File: config.mk
export PLATFORM = sky130hd
export DESIGN_NAME = bencode_stream_tokenizer
export DESIGN_NICKNAME = d
export VERILOG_FILES = /design/src/sv/bst_pkg.sv /design/src/sv/bst_ram.sv /design/src/sv/bst_front.sv /design/src/sv/bst_back.sv /design/src/sv/bencode_stream_tokenizer.sv
export VERILOG_INCLUDE_DIRS = /design/src /design/src/sv
export SDC_FILE = /design/constraint.sdc
export NUM_CORES = 1
export LEC_CHECK = 0
export BUFFER_PORTS_ARGS = -buffer_cell sky130_fd_sc_hd__buf_2
export CORE_MARGIN = 1
export CORE_UTILIZATION = 55
export CTS_BUF_LIST = sky130_fd_sc_hd__clkbuf_8
export DETAILED_ROUTE_END_ITERATION = 8
export PLACE_DENSITY = 0.76
export RECOVER_POWER = 100
export SLEW_MARGIN = 20
export SYNTH_ARGS = -nofsm -noshare
export SYNTH_HDL_FRONTEND = slang
export SYNTH_HIERARCHICAL = 1
export SYNTH_SLANG_ARGS = --single-unit
File: constraint.sdc
create_clock -name clk -period 20.8 [get_ports clk]
set_input_delay 0 -clock clk [delete_from_list [all_inputs] [get_ports clk]]
set_output_delay 0 -clock clk [all_outputs]
set_load 0.01 [all_outputs]
File: src/sv/bencode_stream_tokenizer_defines.svh
// ----------------------------------------------------------------------------
// Bencode tokenizer assertion macros
// Shared property forms for the tokenizer modules.
// ----------------------------------------------------------------------------
`ifndef BENCODE_STREAM_TOKENIZER_DEFINES_SVH
`define BENCODE_STREAM_TOKENIZER_DEFINES_SVH

// antecedent implies consequent in the same cycle
`define BST_ASSERT_IMP(label, clk, rst_n, ante, cons, msg) \
	label: assert property (@(posedge clk) disable iff (!rst_n) (ante) |-> (cons)) \
		else $error(msg);

// antecedent implies consequent in the next cycle
`define BST_ASSERT_NEXT(label, clk, rst_n, ante, cons, msg) \
	label: assert property (@(posedge clk) disable iff (!rst_n) (ante) |=> (cons)) \
		else $error(msg);

`endif

File: src/sv/bst_pkg.sv
`timescale 1ns / 1ps
// ----------------------------------------------------------------------------
// Bencode tokenizer package
// Token kinds, error codes, parse modes and the token record.
// ----------------------------------------------------------------------------
package bst_pkg;

	typedef enum logic [2:0] {
		TK_INT = 3'd0, TK_HDR = 3'd1, TK_BYTE = 3'd2, TK_LIST = 3'd3,
		TK_DICT = 3'd4, TK_CLOSE = 3'd5, TK_ERR = 3'd6
	} kind_t;

	typedef enum logic [2:0] {
		ER_NONE = 3'd0, ER_START = 3'd1, ER_TERM = 3'd2, ER_STR = 3'd3,
		ER_LIST = 3'd4, ER_DEPTH = 3'd5
	} err_t;

	typedef enum logic [2:0] {
		M_VALUE, M_KEY, M_INT_SIGN, M_INT_DIGITS, M_LEN, M_DATA, M_DONE, M_ERROR
	} mode_t;

	localparam logic [7:0] CH_I     = 8'h69;
	localparam logic [7:0] CH_L     = 8'h6C;
	localparam logic [7:0] CH_D     = 8'h64;
	localparam logic [7:0] CH_E     = 8'h65;
	localparam logic [7:0] CH_COLON = 8'h3A;
	localparam logic [7:0] CH_MINUS = 8'h2D;
	localparam logic [7:0] CH_ZERO  = 8'h30;
	localparam logic [7:0] CH_NINE  = 8'h39;

	typedef struct packed {
		logic [7:0] data_byte;
		logic       end_of_buffer;
	} item_t;

	typedef struct packed {
		kind_t        kind;
		logic [63:0]  value;
		logic [7:0]   sbyte;
		logic [5:0]   depth;
		logic         key;
		err_t         err;
		logic         done;
	} token_t;

	function automatic logic is_digit(input logic [7:0] b);
		return (b >= CH_ZERO) && (b <= CH_NINE);
	endfunction

endpackage

File: src/sv/bst_ram.sv
`timescale 1ns / 1ps
// ----------------------------------------------------------------------------
// Generic RAM
// One write port, one read port with registered read data.
// ----------------------------------------------------------------------------
module bst_ram #(
	parameter int WIDTH = 2,
	parameter int DEPTH = 32
) (
	input  logic                     clk,
	input  logic                     we,
	input  logic [$clog2(DEPTH)-1:0] waddr,
	input  logic [WIDTH-1:0]         wdata,
	input  logic [$clog2(DEPTH)-1:0] raddr,
	output logic [WIDTH-1:0]         rdata
);
	logic [WIDTH-1:0] mem_q [DEPTH];

	always_ff @(posedge clk) begin
		if (we) begin
			mem_q[waddr] <= wdata;
		end
		rdata <= mem_q[raddr];
	end
endmodule

File: src/sv/bst_front.sv
`timescale 1ns / 1ps
// ----------------------------------------------------------------------------
// Bencode tokenizer front end
// Two-entry input queue; hands items to the parser one per cycle while it is ready.
// ----------------------------------------------------------------------------
`include "bencode_stream_tokenizer_defines.svh"
module bst_front (
	input  logic           clk,
	input  logic           arst_n,
	input  logic           push,
	input  bst_pkg::item_t in_item,
	output logic           full,
	output logic           deq_valid,
	output bst_pkg::item_t deq_item,
	input  logic           deq_ready
);
	bst_pkg::item_t buf_q [2];
	logic           rd_q, wr_q;
	logic [1:0]     cnt_q;
	logic           do_push, do_pop;

	assign full      = cnt_q[1];
	assign deq_valid = cnt_q != 2'd0;
	assign deq_item  = buf_q[rd_q];
	assign do_push   = push && !full;
	assign do_pop    = deq_valid && deq_ready;

	always_ff @(posedge clk) begin
		if (do_push) begin
			buf_q[wr_q] <= in_item;
		end
	end

	always_ff @(posedge clk or negedge arst_n) begin
		if (!arst_n) begin
			rd_q  <= 1'b0;
			wr_q  <= 1'b0;
			cnt_q <= 2'd0;
		end else begin
			if (do_push) wr_q <= !wr_q;
			if (do_pop)  rd_q <= !rd_q;
			cnt_q <= cnt_q + {1'b0, do_push} - {1'b0, do_pop};
		end
	end

	`BST_ASSERT_IMP(a_cnt_range, clk, arst_n, 1'b1, cnt_q != 2'd3, "queue count overrun")
	`BST_ASSERT_NEXT(a_push_cnt, clk, arst_n, do_push && !do_pop, cnt_q == $past(cnt_q) + 2'd1,
		"push lost")
	`BST_ASSERT_IMP(a_ptr, clk, arst_n, cnt_q == 2'd0, rd_q == wr_q, "pointers disagree")
endmodule

File: src/sv/bst_back.sv
`timescale 1ns / 1ps
// ----------------------------------------------------------------------------
// Bencode tokenizer parser
// Parse state machine, frame stack in RAM with cached top, token output queue.
// ----------------------------------------------------------------------------
`include "bencode_stream_tokenizer_defines.svh"
module bst_back #(
	parameter int STACK_DEPTH = 32
) (
	input  logic            clk,
	input  logic            arst_n,
	input  logic [5:0]      depth_limit,
	input  logic            in_valid,
	input  bst_pkg::item_t  in_item,
	output logic            in_ready,
	output logic            empty,
	output bst_pkg::token_t tok,
	input  logic            pop
);
	localparam int RD = (STACK_DEPTH > 1) ? STACK_DEPTH : 2;
	localparam int AW = $clog2(RD);
	localparam int DW = $clog2(STACK_DEPTH + 1);

	bst_pkg::mode_t  mode_q, mode_nx;
	logic [63:0]     acc_q, acc_nx, rem_q, rem_nx;
	logic            neg_q, neg_nx, key_q, key_nx;
	logic [DW-1:0]   sp_q, sp_nx;
	logic [1:0]      top_q, top_nx;
	logic            emit;
	bst_pkg::token_t t;
	logic            push_fr, pop_fr;
	logic [1:0]      push_kind;
	logic [1:0]      ram_rd;
	logic [AW-1:0]   ram_raddr, ram_waddr;
	logic            refill_q;

	// output two-entry queue
	bst_pkg::token_t obuf_q [2];
	logic            ord_q, owr_q;
	logic [1:0]      ocnt_q;
	logic            step;

	logic [7:0]      b;
	logic [DW-1:0]   lim;
	logic [63:0]     acc10;

	assign b      = in_item.data_byte;
	assign in_ready = !ocnt_q[1] && !refill_q;
	assign step   = in_valid && in_ready;
	assign empty  = ocnt_q == 2'd0;
	assign tok    = obuf_q[ord_q];
	assign acc10  = (acc_q << 3) + (acc_q << 1) + {56'd0, b} - 64'd48;

	always_comb begin
		if ({26'd0, depth_limit} > STACK_DEPTH) lim = DW'(STACK_DEPTH);
		else lim = DW'(depth_limit);
	end

	// frame stack: entries below the top, top held in top_q
	assign ram_waddr = AW'(sp_q - DW'(1));
	assign ram_raddr = AW'(sp_q - DW'(2));
	bst_ram #(.WIDTH(2), .DEPTH(RD)) u_stack (
		.clk(clk), .we(push_fr && sp_q != '0), .waddr(ram_waddr), .wdata(top_q),
		.raddr(ram_raddr), .rdata(ram_rd)
	);

	always_comb begin
		mode_nx = mode_q; acc_nx = acc_q; rem_nx = rem_q; neg_nx = neg_q;
		key_nx = key_q; sp_nx = sp_q; top_nx = top_q;
		emit = 1'b0; push_fr = 1'b0; pop_fr = 1'b0; push_kind = 2'd0;
		t = '{kind: bst_pkg::TK_ERR, value: 64'd0, sbyte: 8'd0, depth: 6'(sp_q),
			key: 1'b0, err: bst_pkg::ER_NONE, done: 1'b0};
		if (refill_q) top_nx = ram_rd;
		if (step) begin
			if (in_item.end_of_buffer) begin
				t.done = 1'b1;
				unique case (mode_q)
					bst_pkg::M_VALUE: begin
						emit = 1'b1;
						if (sp_q == '0) t.err = bst_pkg::ER_START;
						else if (top_q == 2'd1) t.err = bst_pkg::ER_LIST;
						else t.err = bst_pkg::ER_TERM;
					end
					bst_pkg::M_KEY, bst_pkg::M_INT_SIGN, bst_pkg::M_INT_DIGITS,
					bst_pkg::M_LEN: begin
						emit = 1'b1; t.err = bst_pkg::ER_TERM;
					end
					bst_pkg::M_DATA: begin
						emit = 1'b1; t.err = bst_pkg::ER_STR;
					end
					default: emit = 1'b0;
				endcase
				t.depth = 6'(sp_q);
				mode_nx = bst_pkg::M_VALUE; acc_nx = '0; neg_nx = 1'b0; rem_nx = '0;
				sp_nx = '0; key_nx = 1'b0; top_nx = 2'd0;
			end else begin
				unique case (mode_q)
					bst_pkg::M_VALUE, bst_pkg::M_KEY: begin
						if (mode_q == bst_pkg::M_VALUE && b == bst_pkg::CH_I) begin
							acc_nx = '0; neg_nx = 1'b0; mode_nx = bst_pkg::M_INT_SIGN;
						end else if (bst_pkg::is_digit(b)) begin
							acc_nx = {56'd0, b} - 64'd48;
							key_nx = mode_q == bst_pkg::M_KEY;
							mode_nx = bst_pkg::M_LEN;
						end else if (mode_q == bst_pkg::M_VALUE &&
								(b == bst_pkg::CH_L || b == bst_pkg::CH_D)) begin
							emit = 1'b1;
							if (sp_q >= lim) begin
								t.err = bst_pkg::ER_DEPTH; t.done = 1'b1;
								mode_nx = bst_pkg::M_ERROR;
							end else begin
								push_fr = 1'b1;
								push_kind = (b == bst_pkg::CH_L) ? 2'd1 : 2'd2;
								sp_nx = sp_q + DW'(1); top_nx = push_kind;
								t.depth = 6'(sp_nx);
								t.kind = (b == bst_pkg::CH_L) ? bst_pkg::TK_LIST
									: bst_pkg::TK_DICT;
								mode_nx = (b == bst_pkg::CH_L) ? bst_pkg::M_VALUE
									: bst_pkg::M_KEY;
							end
						end else if (b == bst_pkg::CH_E && sp_q != '0 &&
								(mode_q == bst_pkg::M_KEY || top_q == 2'd1)) begin
							emit = 1'b1; pop_fr = 1'b1;
							t.kind = bst_pkg::TK_CLOSE;
							sp_nx = sp_q - DW'(1);
							top_nx = 2'd0;
							if (sp_nx == '0) begin
								t.done = 1'b1; mode_nx = bst_pkg::M_DONE;
							end else begin
								mode_nx = bst_pkg::M_VALUE; // refined after refill
							end
						end else begin
							emit = 1'b1; t.err = bst_pkg::ER_START; t.done = 1'b1;
							mode_nx = bst_pkg::M_ERROR;
						end
					end
					bst_pkg::M_INT_SIGN, bst_pkg::M_INT_DIGITS: begin
						if (mode_q == bst_pkg::M_INT_SIGN && b == bst_pkg::CH_MINUS) begin
							neg_nx = 1'b1; mode_nx = bst_pkg::M_INT_DIGITS;
						end else if (b == bst_pkg::CH_E) begin
							emit = 1'b1; t.kind = bst_pkg::TK_INT;
							t.value = neg_q ? (64'd0 - acc_q) : acc_q;
							if (sp_q == '0) begin
								t.done = 1'b1; mode_nx = bst_pkg::M_DONE;
							end else begin
								mode_nx = (top_q == 2'd2) ? bst_pkg::M_KEY : bst_pkg::M_VALUE;
							end
						end else begin
							acc_nx = acc10; mode_nx = bst_pkg::M_INT_DIGITS;
						end
					end
					bst_pkg::M_LEN: begin
						if (b == bst_pkg::CH_COLON) begin
							emit = 1'b1; t.kind = bst_pkg::TK_HDR; t.value = acc_q;
							t.key = key_q; rem_nx = acc_q;
							if (acc_q == '0) begin
								if (sp_q == '0) begin
									t.done = 1'b1; mode_nx = bst_pkg::M_DONE;
								end else if (top_q == 2'd2) begin
									mode_nx = key_q ? bst_pkg::M_VALUE : bst_pkg::M_KEY;
								end else begin
									mode_nx = bst_pkg::M_VALUE;
								end
							end else begin
								mode_nx = bst_pkg::M_DATA;
							end
						end else begin
							acc_nx = acc10;
						end
					end
					bst_pkg::M_DATA: begin
						emit = 1'b1; t.kind = bst_pkg::TK_BYTE; t.sbyte = b;
						t.key = key_q; rem_nx = rem_q - 64'd1;
						if (rem_nx == '0) begin
							if (sp_q == '0) begin
								t.done = 1'b1; mode_nx = bst_pkg::M_DONE;
							end else if (top_q == 2'd2) begin
								mode_nx = key_q ? bst_pkg::M_VALUE : bst_pkg::M_KEY;
							end else begin
								mode_nx = bst_pkg::M_VALUE;
							end
						end
					end
					default: emit = 1'b0;
				endcase
			end
		end
	end

	// after a close, the new top is read from RAM in the following refill cycle; mode follows it
	logic close_pend_q;
	always_ff @(posedge clk or negedge arst_n) begin
		if (!arst_n) begin
			mode_q <= bst_pkg::M_VALUE; acc_q <= '0; rem_q <= '0; neg_q <= 1'b0;
			key_q <= 1'b0; sp_q <= '0; top_q <= 2'd0; refill_q <= 1'b0;
			close_pend_q <= 1'b0;
		end else begin
			acc_q <= acc_nx; rem_q <= rem_nx; neg_q <= neg_nx; key_q <= key_nx;
			sp_q <= sp_nx; top_q <= top_nx;
			refill_q <= pop_fr && sp_nx != '0;
			close_pend_q <= pop_fr && sp_nx != '0;
			if (close_pend_q)
				mode_q <= (ram_rd == 2'd2) ? bst_pkg::M_KEY : bst_pkg::M_VALUE;
			else
				mode_q <= mode_nx;
		end
	end

	always_ff @(posedge clk) begin
		if (emit) obuf_q[owr_q] <= t;
	end

	always_ff @(posedge clk or negedge arst_n) begin
		if (!arst_n) begin
			ord_q <= 1'b0; owr_q <= 1'b0; ocnt_q <= 2'd0;
		end else begin
			if (emit) owr_q <= !owr_q;
			if (pop && !empty) ord_q <= !ord_q;
			ocnt_q <= ocnt_q + {1'b0, emit} - {1'b0, pop && !empty};
		end
	end

	`BST_ASSERT_IMP(a_no_ovf, clk, arst_n, emit, ocnt_q != 2'd2, "token queue overflow")
	`BST_ASSERT_IMP(a_sp_lim, clk, arst_n, 1'b1, sp_q <= DW'(STACK_DEPTH), "stack past depth")
	`BST_ASSERT_IMP(a_refill, clk, arst_n, refill_q, !step, "item taken during refill")
endmodule

File: src/sv/bencode_stream_tokenizer.sv
`timescale 1ns / 1ps
// ----------------------------------------------------------------------------
// Bencode stream tokenizer
// Bytes in, tokens out, through queue-style ports on both sides.
// ----------------------------------------------------------------------------
// One byte transfers per cycle; a close token that leaves containers still
// open stalls input while the new stack top is read from the frame RAM,
// and a full token queue stalls input. Each byte is registered in the
// input queue and its token in the token queue. No clearing pass after reset.
module bencode_stream_tokenizer #(
	parameter int STACK_DEPTH = 32
) (
	input  logic        clk,
	input  logic        arst_n,
	input  logic        push,
	output logic        full,
	input  logic [7:0]  data_byte,
	input  logic        end_of_buffer,
	output logic        empty,
	input  logic        pop,
	output logic [2:0]  token_kind,
	output logic signed [63:0] token_value,
	output logic [7:0]  string_byte,
	output logic [5:0]  nest_depth,
	output logic        is_key,
	output logic [2:0]  error_code,
	output logic        value_done,
	input  logic        cfg_valid,
	output logic        cfg_ready,
	input  logic [5:0]  cfg_data
);
	logic [5:0]      limit_q;
	logic            qv, qr;
	bst_pkg::item_t  qi, ii;
	bst_pkg::token_t tk;

	assign cfg_ready = 1'b1;
	always_ff @(posedge clk or negedge arst_n) begin
		if (!arst_n) limit_q <= 6'd32;
		else if (cfg_valid) limit_q <= cfg_data;
	end

	assign ii = '{data_byte: data_byte, end_of_buffer: end_of_buffer};

	bst_front u_front (
		.clk(clk), .arst_n(arst_n), .push(push), .in_item(ii), .full(full),
		.deq_valid(qv), .deq_item(qi), .deq_ready(qr)
	);

	bst_back #(.STACK_DEPTH(STACK_DEPTH)) u_back (
		.clk(clk), .arst_n(arst_n), .depth_limit(limit_q), .in_valid(qv),
		.in_item(qi), .in_ready(qr), .empty(empty), .tok(tk), .pop(pop)
	);

	assign token_kind  = tk.kind;
	assign token_value = tk.value;
	assign string_byte = tk.sbyte;
	assign nest_depth  = tk.depth;
	assign is_key      = tk.key;
	assign error_code  = tk.err;
	assign value_done  = tk.done;
endmodule

==> out/qor.csv, run 1 <==
stage,metric,value,unit
run_status,outcome,finished with violations,
run_status,violations in the final reports,"max-capacitance violations, max-slew violations",
placed_design,post-DP HPWL,61.4,mm
die,starting utilization of the core area,0.562,
critical_path,Max Fanout on Critical Path,75,
routing,top routing layer in use,met5,
global_routing,global-route wire length before repair,131,mm
critical_path,data arrival time of the worst path,9.32,ns
layout,filler cell count,4297,
global_routing,gr usage total,0.335,
synthesis,share of synthesized flip-flops with an asynchronous set or reset,0.379,
synthesis,number of distinct library cells after synthesis,88,
critical_path,Worst Reg2Reg Path Length in Cells,10,
critical_path,startpoint of the worst-slack reg-to-reg timing path,u_front/rd_q$_DFFE_PN0P_,
global_routing,maximum number of pins on one net before global-route repair,89,
layout,combined area of the multi-input logic cells,14600,um2
die,Die W,226,um
global_routing,vias in the first global route,23000,
timing,Slew @ Worst Pin,5.41,ns
die,Die ar.,51200,um2
routing,residual antenna-violating net count after detailed routing,0,
global_routing,initial antenna violation count,2,
synthesis,most used flip-flop cell after synthesis,sky130_fd_sc_hd__edfxtp_1,
critical_path,worst-path cell with the longest stage delay,sky130_fd_sc_hd__clkbuf_1,
routing,number of vias in the routed layout,24400,
placed_design,# port buffers,107,
routing,number of optimization iterations in the first detailed-route pass,7,
routing,Detail Route met2 WL,34.7,mm
synthesis,post-synthesis cell count,3018,
synthesis,post-synth net total,3243,
critical_path,cells along the critical path,mux2_1 -> ha_1 -> nor4bb_1 -> and3_1 -> and2_0 -> clkbuf_1 -> nor3_1 -> a31oi_1 -> nor2b_1 -> clkbuf_1,
clocking,CTS tree,yes,
min_path,Worst Min Path Start,data_byte[2],
critical_path,most frequent cell on the critical path,sky130_fd_sc_hd__clkbuf_1,
critical_path,critical path required time,20.93,ns
synthesis,synthesis warning total,6,
synthesis,sequential fraction of the synthesis area,0.418,
die,Boundary Pins,109,
synthesis,Synth Register Bits,412,
min_path,count of cells along the worst hold path,2,
layout,ratio of cells with drive above 1 in the final layout,0.0806,
clocking,total clock buffers created by CTS,71,
synthesis,post-synthesis average cell area,9.17,um2
critical_path,worst reg2reg setup slack,11.61,ns
critical_path,gate family responsible for the most delay along the worst path,buffers and inverters,
critical_path,"Worst Path Class, Setup",reg -> reg,
routing,detailed-route wire length on metal 1,36.9,mm
clocking,"Clk Latency, worst-skew pair",0.67,ns
routing,Via density,6.43,
timing,Tcrit/Tclk final,0.442,
clocking,CTS sink cnt,412,
synthesis,Post-synth EDFFs,254,
die,Placeable Area,49300,um2
timing,Final min period,9.19,ns
clocking,number of buffers on the longest clock path,3,
critical_path,endpoint class of the critical path,flop,
clocking,clock root buffer,sky130_fd_sc_hd__clkbuf_8,
die,number of core rows,81,
clocking,clock-pin slew reported for the worst setup and hold paths after clock tree synthesis,0.07,ns
synthesis,total standard cell area after synthesis,27700,um2
layout,total number of nets in the final design,3302,
routing,Routed wire per std cell,22.5,um
routing,DRC violations left,0,
timing,worst setup skew after layout,0.0389,ns
min_path,Tightest Hold Check Type,in -> reg,
critical_path,RR Endpoint,u_back/obuf_q[0][57]$_DFFE_PP_,
die,Die Y-Extent,226,um
clocking,number of H-tree branching levels,3,
routing,routed wire length on met3,11.1,mm
timing,Setup TNS Final,0,ns
timing,total count of max-transition violations in the final report,795,
routing,WL final,85.5,mm
critical_path,number of buffers and inverters on the critical path,2,
global_routing,overall overflow remaining after global route,0,
job,number of maximum-capacitance constraint violations,14,
timing,worst slew slack as a fraction of its limit,-2.61,
min_path,worst min-delay path endpoint,u_front/buf_q[0][3]$_DFFE_PP_,
critical_path,maximum cell stage delay along the critical path,3.06,ns
timing,setup repair after global routing missed its margin,no,
clocking,number of resized instances in the post-cts repair step,0,
timing,final setup violating endpoints,0,
timing,final hold vios,0,
timing,maximum clock frequency,0.109,GHz
routing,First DRT Iteration DRCs,3076,
layout,area taken by flip-flops and latches,11600,um2
critical_path,sort of element at the start of the critical path,flop,
placed_design,final weighted congestion in routability-driven placement,0.979,
layout,Synth-to-Final Area Change,8.59,%
## routing by layer
metal | vias up | GRT usage
met5 | - | 0.00684
met4 | 4 | 0.121
met3 | 180 | 0.0876
met2 | 1468 | 0.467
met1 | 11600 | 0.494
li1 | 11100 | -
## cell usage in the layout (no fill, tap or decap), types with 24 or more instances in the layout
| cell type | n |
|---|---|
| sky130_fd_sc_hd__clkbuf_8 | 77 |
| sky130_fd_sc_hd__o21ai_0 | 249 |
| sky130_fd_sc_hd__nor2_1 | 289 |
| sky130_fd_sc_hd__inv_1 | 234 |
| sky130_fd_sc_hd__mux2i_1 | 48 |
| sky130_fd_sc_hd__ha_1 | 199 |
| sky130_fd_sc_hd__nand2_1 | 247 |
| sky130_fd_sc_hd__nor3_1 | 108 |
| sky130_fd_sc_hd__nand2b_1 | 27 |
| sky130_fd_sc_hd__dlygate4sd3_1 | 24 |
| sky130_fd_sc_hd__nand3_1 | 47 |
| sky130_fd_sc_hd__nor4_1 | 38 |
| sky130_fd_sc_hd__mux2_2 | 81 |
| sky130_fd_sc_hd__or3_1 | 40 |
| sky130_fd_sc_hd__a31oi_1 | 31 |
| sky130_fd_sc_hd__xnor2_1 | 52 |
| sky130_fd_sc_hd__xor2_1 | 33 |
| sky130_fd_sc_hd__buf_2 | 25 |
| sky130_fd_sc_hd__edfxtp_1 | 254 |
| sky130_fd_sc_hd__clkbuf_1 | 94 |
| sky130_fd_sc_hd__a21oi_1 | 250 |
| sky130_fd_sc_hd__o31ai_1 | 25 |
| sky130_fd_sc_hd__a21o_1 | 44 |
| sky130_fd_sc_hd__dfrtp_1 | 154 |
| sky130_fd_sc_hd__and3_1 | 27 |
| sky130_fd_sc_hd__nand4_1 | 54 |
## final cells by class
type	count	area share
Clock buffer	77	0.0353
Antenna cell	1	0.0000833
Multi-Input combinational cell	2221	0.486
Timing Repair Buffer	156	0.0272
Sequential cell	412	0.385
Tap cell	664	0.0277
Inverter	215	0.0269
Clock inverter	46	0.0120
## how the worst max path moves through the flow
stage / depth (start not counted) / slack, ns / to / from
global route: 10 / 11.09 / u_back/obuf_q[0][60]$_DFFE_PP_ / u_front/rd_q$_DFFE_PN0P_
finish: 10 / 11.61 / u_back/obuf_q[0][57]$_DFFE_PP_ / u_front/rd_q$_DFFE_PN0P_
floorplan: 12 / 13.69 / u_back/obuf_q[0][0]$_DFFE_PP_ / u_front/rd_q$_DFFE_PN0P_
CTS: 16 / 15.59 / u_back/acc_q[61]$_DFFE_PN0P_ / u_front/rd_q$_DFFE_PN0P_
detailed placement: 16 / 15.64 / u_back/acc_q[61]$_DFFE_PN0P_ / u_front/rd_q$_DFFE_PN0P_
global placement: 16 / 15.81 / u_back/acc_q[61]$_DFFE_PN0P_ / u_front/rd_q$_DFFE_PN0P_
## state kept, by name, indices dropped and copies added, names as in the netlist
signal / flops
u_back/obuf_q: 172
u_back/acc_q: 64
u_back/rem_q: 64
u_back/u_stack/mem_q: 64
u_front/buf_q: 18
limit_q: 6
u_back/sp_q: 6
u_back/mode_q: 3
u_back/ocnt_q: 2
u_back/top_q: 2
u_back/u_stack/rdata: 2
u_front/cnt_q: 2
u_back/close_pend_q: 1
u_back/key_q: 1
u_back/neg_q: 1
u_back/ord_q: 1
u_back/owr_q: 1
u_front/rd_q: 1
u_front/wr_q: 1
## synthesized netlist by cell type, drive strengths merged (44+ instances only)
| cell | count | area, um2 |
|---|---|---|
| mux2 | 103 | 1180 |
| o21ai | 252 | 1260 |
| dfrtp | 155 | 3880 |
| nor3 | 108 | 541 |
| inv | 215 | 807 |
| nor2 | 292 | 1100 |
| nand2 | 249 | 935 |
| nand3 | 47 | 235 |
| clkbuf | 153 | 577 |
| ha | 199 | 2490 |
| edfxtp | 254 | 7630 |
| a21oi | 250 | 1250 |
| xnor2 | 52 | 455 |
| a21o | 44 | 330 |
| nand4 | 54 | 338 |
| mux2i | 48 | 480 |
## through the flow
| step | instances | cell area (um2) | hold slack [ns] | utilization | setup slack, ns |
|---|---|---|---|---|---|
| 6_report | 3792 | 30000 | 0.0754 | 0.610 | 11.61 |
| 4_1_cts | 3791 | 30200 | 0.00880 | 0.614 | 15.59 |
| 3_5_place_dp | 3644 | 28600 | 0.161 | 0.580 | 15.64 |
| 3_3_place_gp | 3644 | 28600 | 0.160 | 0.580 | 15.81 |
| 2_1_floorplan | 3018 | 27700 | -0.296 | - | 13.69 |
| 5_1_grt | 3792 | 30000 | 0.0633 | 0.610 | 11.09 |
## cell families after synthesis
family | share of synthesized area
AOI/OAI and AO/OA | 0.171
adders and majority gates | 0.0943
DFF | 0.418
xor gates and xnor gates | 0.0269
buffers and inverters | 0.0544
muxes | 0.0601
other | 0.000136
and+or+nand+nor | 0.175
## repair_timing
| item | in CTS | in global routing |
|---|---|---|
| hold endpoints to repair | 133 | 0 |
| buffers inserted | 0 | 0 |
| hold buffers | 24 | 0 |
Power of run 1 is left out: the tool's default activity adds up to more than one toggle a clock period on the data nets, which glitch-free logic cannot reach.
==> inputs of run 2 (changes only) <==
--- a/config.mk
+++ b/config.mk
@@ -11,7 +11,7 @@
 export CORE_UTILIZATION = 55
 export CTS_BUF_LIST = sky130_fd_sc_hd__clkbuf_8
 export DETAILED_ROUTE_END_ITERATION = 8
-export PLACE_DENSITY = 0.76
+export PLACE_DENSITY = 0.79
 export RECOVER_POWER = 100
 export SLEW_MARGIN = 20
 export SYNTH_ARGS = -nofsm -noshare
==> constraint.sdc (replaced) <==
create_clock -name clk -period 8.04 [get_ports clk]
set_input_delay 0 -clock clk [delete_from_list [all_inputs] [get_ports clk]]
set_output_delay 0 -clock clk [all_outputs]
set_load 0.01 [all_outputs]
==> run 2 against run 1 <==
The flow still finishes with violations (max-capacitance violations, max-slew violations). Sequential share of layout area fell by 0.11 points. Design area grew 0.28%. Clock skew increased by 0.0010 ns. Core utilization up 0.17 points. Global-route usage increased by 0.89 points. Register-to-register slack got worse by 9.9 ns. Final cell count rose by 0.32%. Largest cell class unchanged.
==> out/qor.csv, run 2 (synthesized netlist as in run 1, its figures left out) <==
stage,metric,value,unit
run_status,outcome,finished with violations,
run_status,violations in the final reports,"max-capacitance violations, max-slew violations",
critical_path,data arrival time of the worst path,6.93,ns
timing,Final min period,6.34,ns
timing,worst slew slack as a fraction of its limit,-1.81,
critical_path,most frequent cell on the critical path,sky130_fd_sc_hd__mux2_1,
layout,Reg with most FFs,u_back/obuf_q,
critical_path,Max Fanout on Critical Path,68,
critical_path,sort of element at the start of the critical path,flop,
critical_path,"Worst Path Class, Setup",reg -> reg,
layout,combined area of the multi-input logic cells,14600,um2
die,number of core rows,81,
global_routing,gr usage total,0.343,
critical_path,gate family responsible for the most delay along the worst path,buffers and inverters,
critical_path,endpoint class of the critical path,flop,
global_routing,maximum number of pins on one net before global-route repair,78,
clocking,CTS sink cnt,412,
timing,final setup violating endpoints,0,
placed_design,post-DP HPWL,63.8,mm
global_routing,global-route wire length before repair,134,mm
layout,fraction of the core area covered by cells at the end of the flow,0.612,
timing,final hold vios,0,
routing,Via density,6.50,
layout,total number of nets in the final design,3305,
global_routing,vias in the first global route,23200,
routing,First DRT Iteration DRCs,3241,
die,Boundary Pins,109,
global_routing,overall overflow remaining after global route,0,
routing,number of vias in the routed layout,24700,
placed_design,final weighted congestion in routability-driven placement,1.05,
timing,Slew @ Worst Pin,4.22,ns
routing,residual antenna-violating net count after detailed routing,0,
die,starting utilization of the core area,0.562,
timing,worst setup skew after layout,0.0399,ns
critical_path,worst-path cell with the longest stage delay,sky130_fd_sc_hd__clkbuf_1,
layout,ratio of cells with drive above 1 in the final layout,0.0806,
routing,Routed wire per std cell,23.2,um
timing,maximum clock frequency,0.158,GHz
clocking,number of H-tree branching levels,3,
die,Die Y-Extent,226,um
die,Die W,226,um
routing,WL final,88.3,mm
routing,DRC violations left,0,
clocking,clock-pin slew reported for the worst setup and hold paths after clock tree synthesis,0.06,ns
layout,"commonest non-fill, non-tap cells in the layout","sky130_fd_sc_hd__nor2_1 (289), sky130_fd_sc_hd__edfxtp_1 (254), sky130_fd_sc_hd__a21oi_1 (250), sky130_fd_sc_hd__o21ai_0 (248), sky130_fd_sc_hd__nand2_1 (247)",
critical_path,critical path required time,8.63,ns
timing,total count of max-transition violations in the final report,662,
clocking,clock root buffer,sky130_fd_sc_hd__clkbuf_8,
critical_path,cells along the critical path,mux2_1 -> inv_1 -> ha_1 -> nand2_1 -> or4_1 -> a21oi_1 -> a211oi_1 -> o21ai_4 -> clkbuf_1 -> a2111oi_0 -> mux2_1 -> nor2_1,
placed_design,# port buffers,107,
clocking,total clock buffers created by CTS,72,
layout,area taken by flip-flops and latches,11600,um2
layout,flip-flop count of the largest register after layout,172,
global_routing,initial antenna violation count,3,
timing,setup repair after global routing missed its margin,no,
die,Die ar.,51200,um2
critical_path,number of buffers and inverters on the critical path,2,
clocking,CTS tree,yes,
timing,Tcrit/Tclk final,0.789,
die,Placeable Area,49300,um2
layout,filler cell count,4194,
min_path,Tightest Hold Check Type,in -> reg,
job,number of maximum-capacitance constraint violations,12,
clocking,number of buffers on the longest clock path,3,
clocking,Post-CTS Repair Setup Buffers,0,
critical_path,maximum cell stage delay along the critical path,2.50,ns
layout,Synth-to-Final Area Change,8.89,%
clocking,"Clk Latency, worst-skew pair",0.67,ns
timing,Setup TNS Final,0,ns
layout,"commonest non-fill, non-tap cell in the layout",sky130_fd_sc_hd__nor2_1,
routing,number of optimization iterations in the first detailed-route pass,9,
==> run 2: final cells by class <==
cell class / count / share of cell area
Clock buffer: 80 / 0.0365
Timing Repair Buffer: 158 / 0.0279
Sequential cell: 412 / 0.384
Clock inverter: 53 / 0.0126
Tap cell: 664 / 0.0276
Multi-Input combinational cell: 2221 / 0.484
Inverter: 215 / 0.0268
Antenna cell: 1 / 0.0000831
==> run 2: metal layers <==
| metal | track usage | wire (um) | up-vias |
|---|---|---|---|
| met5 | 0 | 21 | - |
| met3 | 0.0963 | 10800 | 191 |
| met2 | 0.501 | 37500 | 1537 |
| met4 | 0.128 | 2960 | 4 |
| met1 | 0.484 | 37000 | 11900 |
| li1 | - | - | 11100 |
==> run 2: worst reg2reg max path: stages, from the launching register on <==
cell and delay, ns:
sky130_fd_sc_hd__dfrtp_1 0.58, sky130_fd_sc_hd__mux2_1 0.45, sky130_fd_sc_hd__inv_1 0.13, sky130_fd_sc_hd__ha_1 0.23
sky130_fd_sc_hd__nand2_1 0.08, sky130_fd_sc_hd__or4_1 0.65, sky130_fd_sc_hd__a21oi_1 0.20, sky130_fd_sc_hd__a211oi_1 0.11
sky130_fd_sc_hd__o21ai_4 0.16, sky130_fd_sc_hd__clkbuf_1 2.50, sky130_fd_sc_hd__a2111oi_0 0.60, sky130_fd_sc_hd__mux2_1 0.48
sky130_fd_sc_hd__nor2_1 0.11
==> run 2: final timing paths <==
check                                               from                       endpoint  slack [ns]  depth (start not counted)
worst max-delay path            u_front/rd_q$_DFFE_PN0P_   u_back/acc_q[61]$_DFFE_PN0P_        1.70                         12
worst min-delay path                       end_of_buffer  u_front/buf_q[0][0]$_DFFE_PP_        0.13                          2
worst max register to register  u_front/rd_q$_DFFE_PN0P_   u_back/acc_q[61]$_DFFE_PN0P_        1.70                         12
worst min register to register  u_back/owr_q$_DFFE_PN0P_       u_back/owr_q$_DFFE_PN0P_        0.51                          1
max in group asynchronous                         arst_n       u_back/neg_q$_DFFE_PN0P_        4.18                          4
min in group asynchronous                         arst_n   u_back/rem_q[19]$_DFFE_PN0P_        1.57                          4
==> run 2: through the flow <==
stage	cells	area (um2)	hold WS (ns)	setup slack, ns
detailed placement	3644	28600	0.0118	2.76
global placement	3644	28600	0.0322	2.89
floorplan	3018	27700	-0.296	0.926
CTS	3803	30300	0.0537	2.70
finish	3804	30100	0.133	1.70
global route	3804	30100	0.123	1.40
==> run 2: what timing repair did <==
| action | in CTS | in global routing |
|---|---|---|
| hold buffers | 26 | 0 |
| endpoints found under the hold margin | 136 | 0 |
| gates resized for setup | 0 | 0 |
Power of run 2 is left out for the same reason.
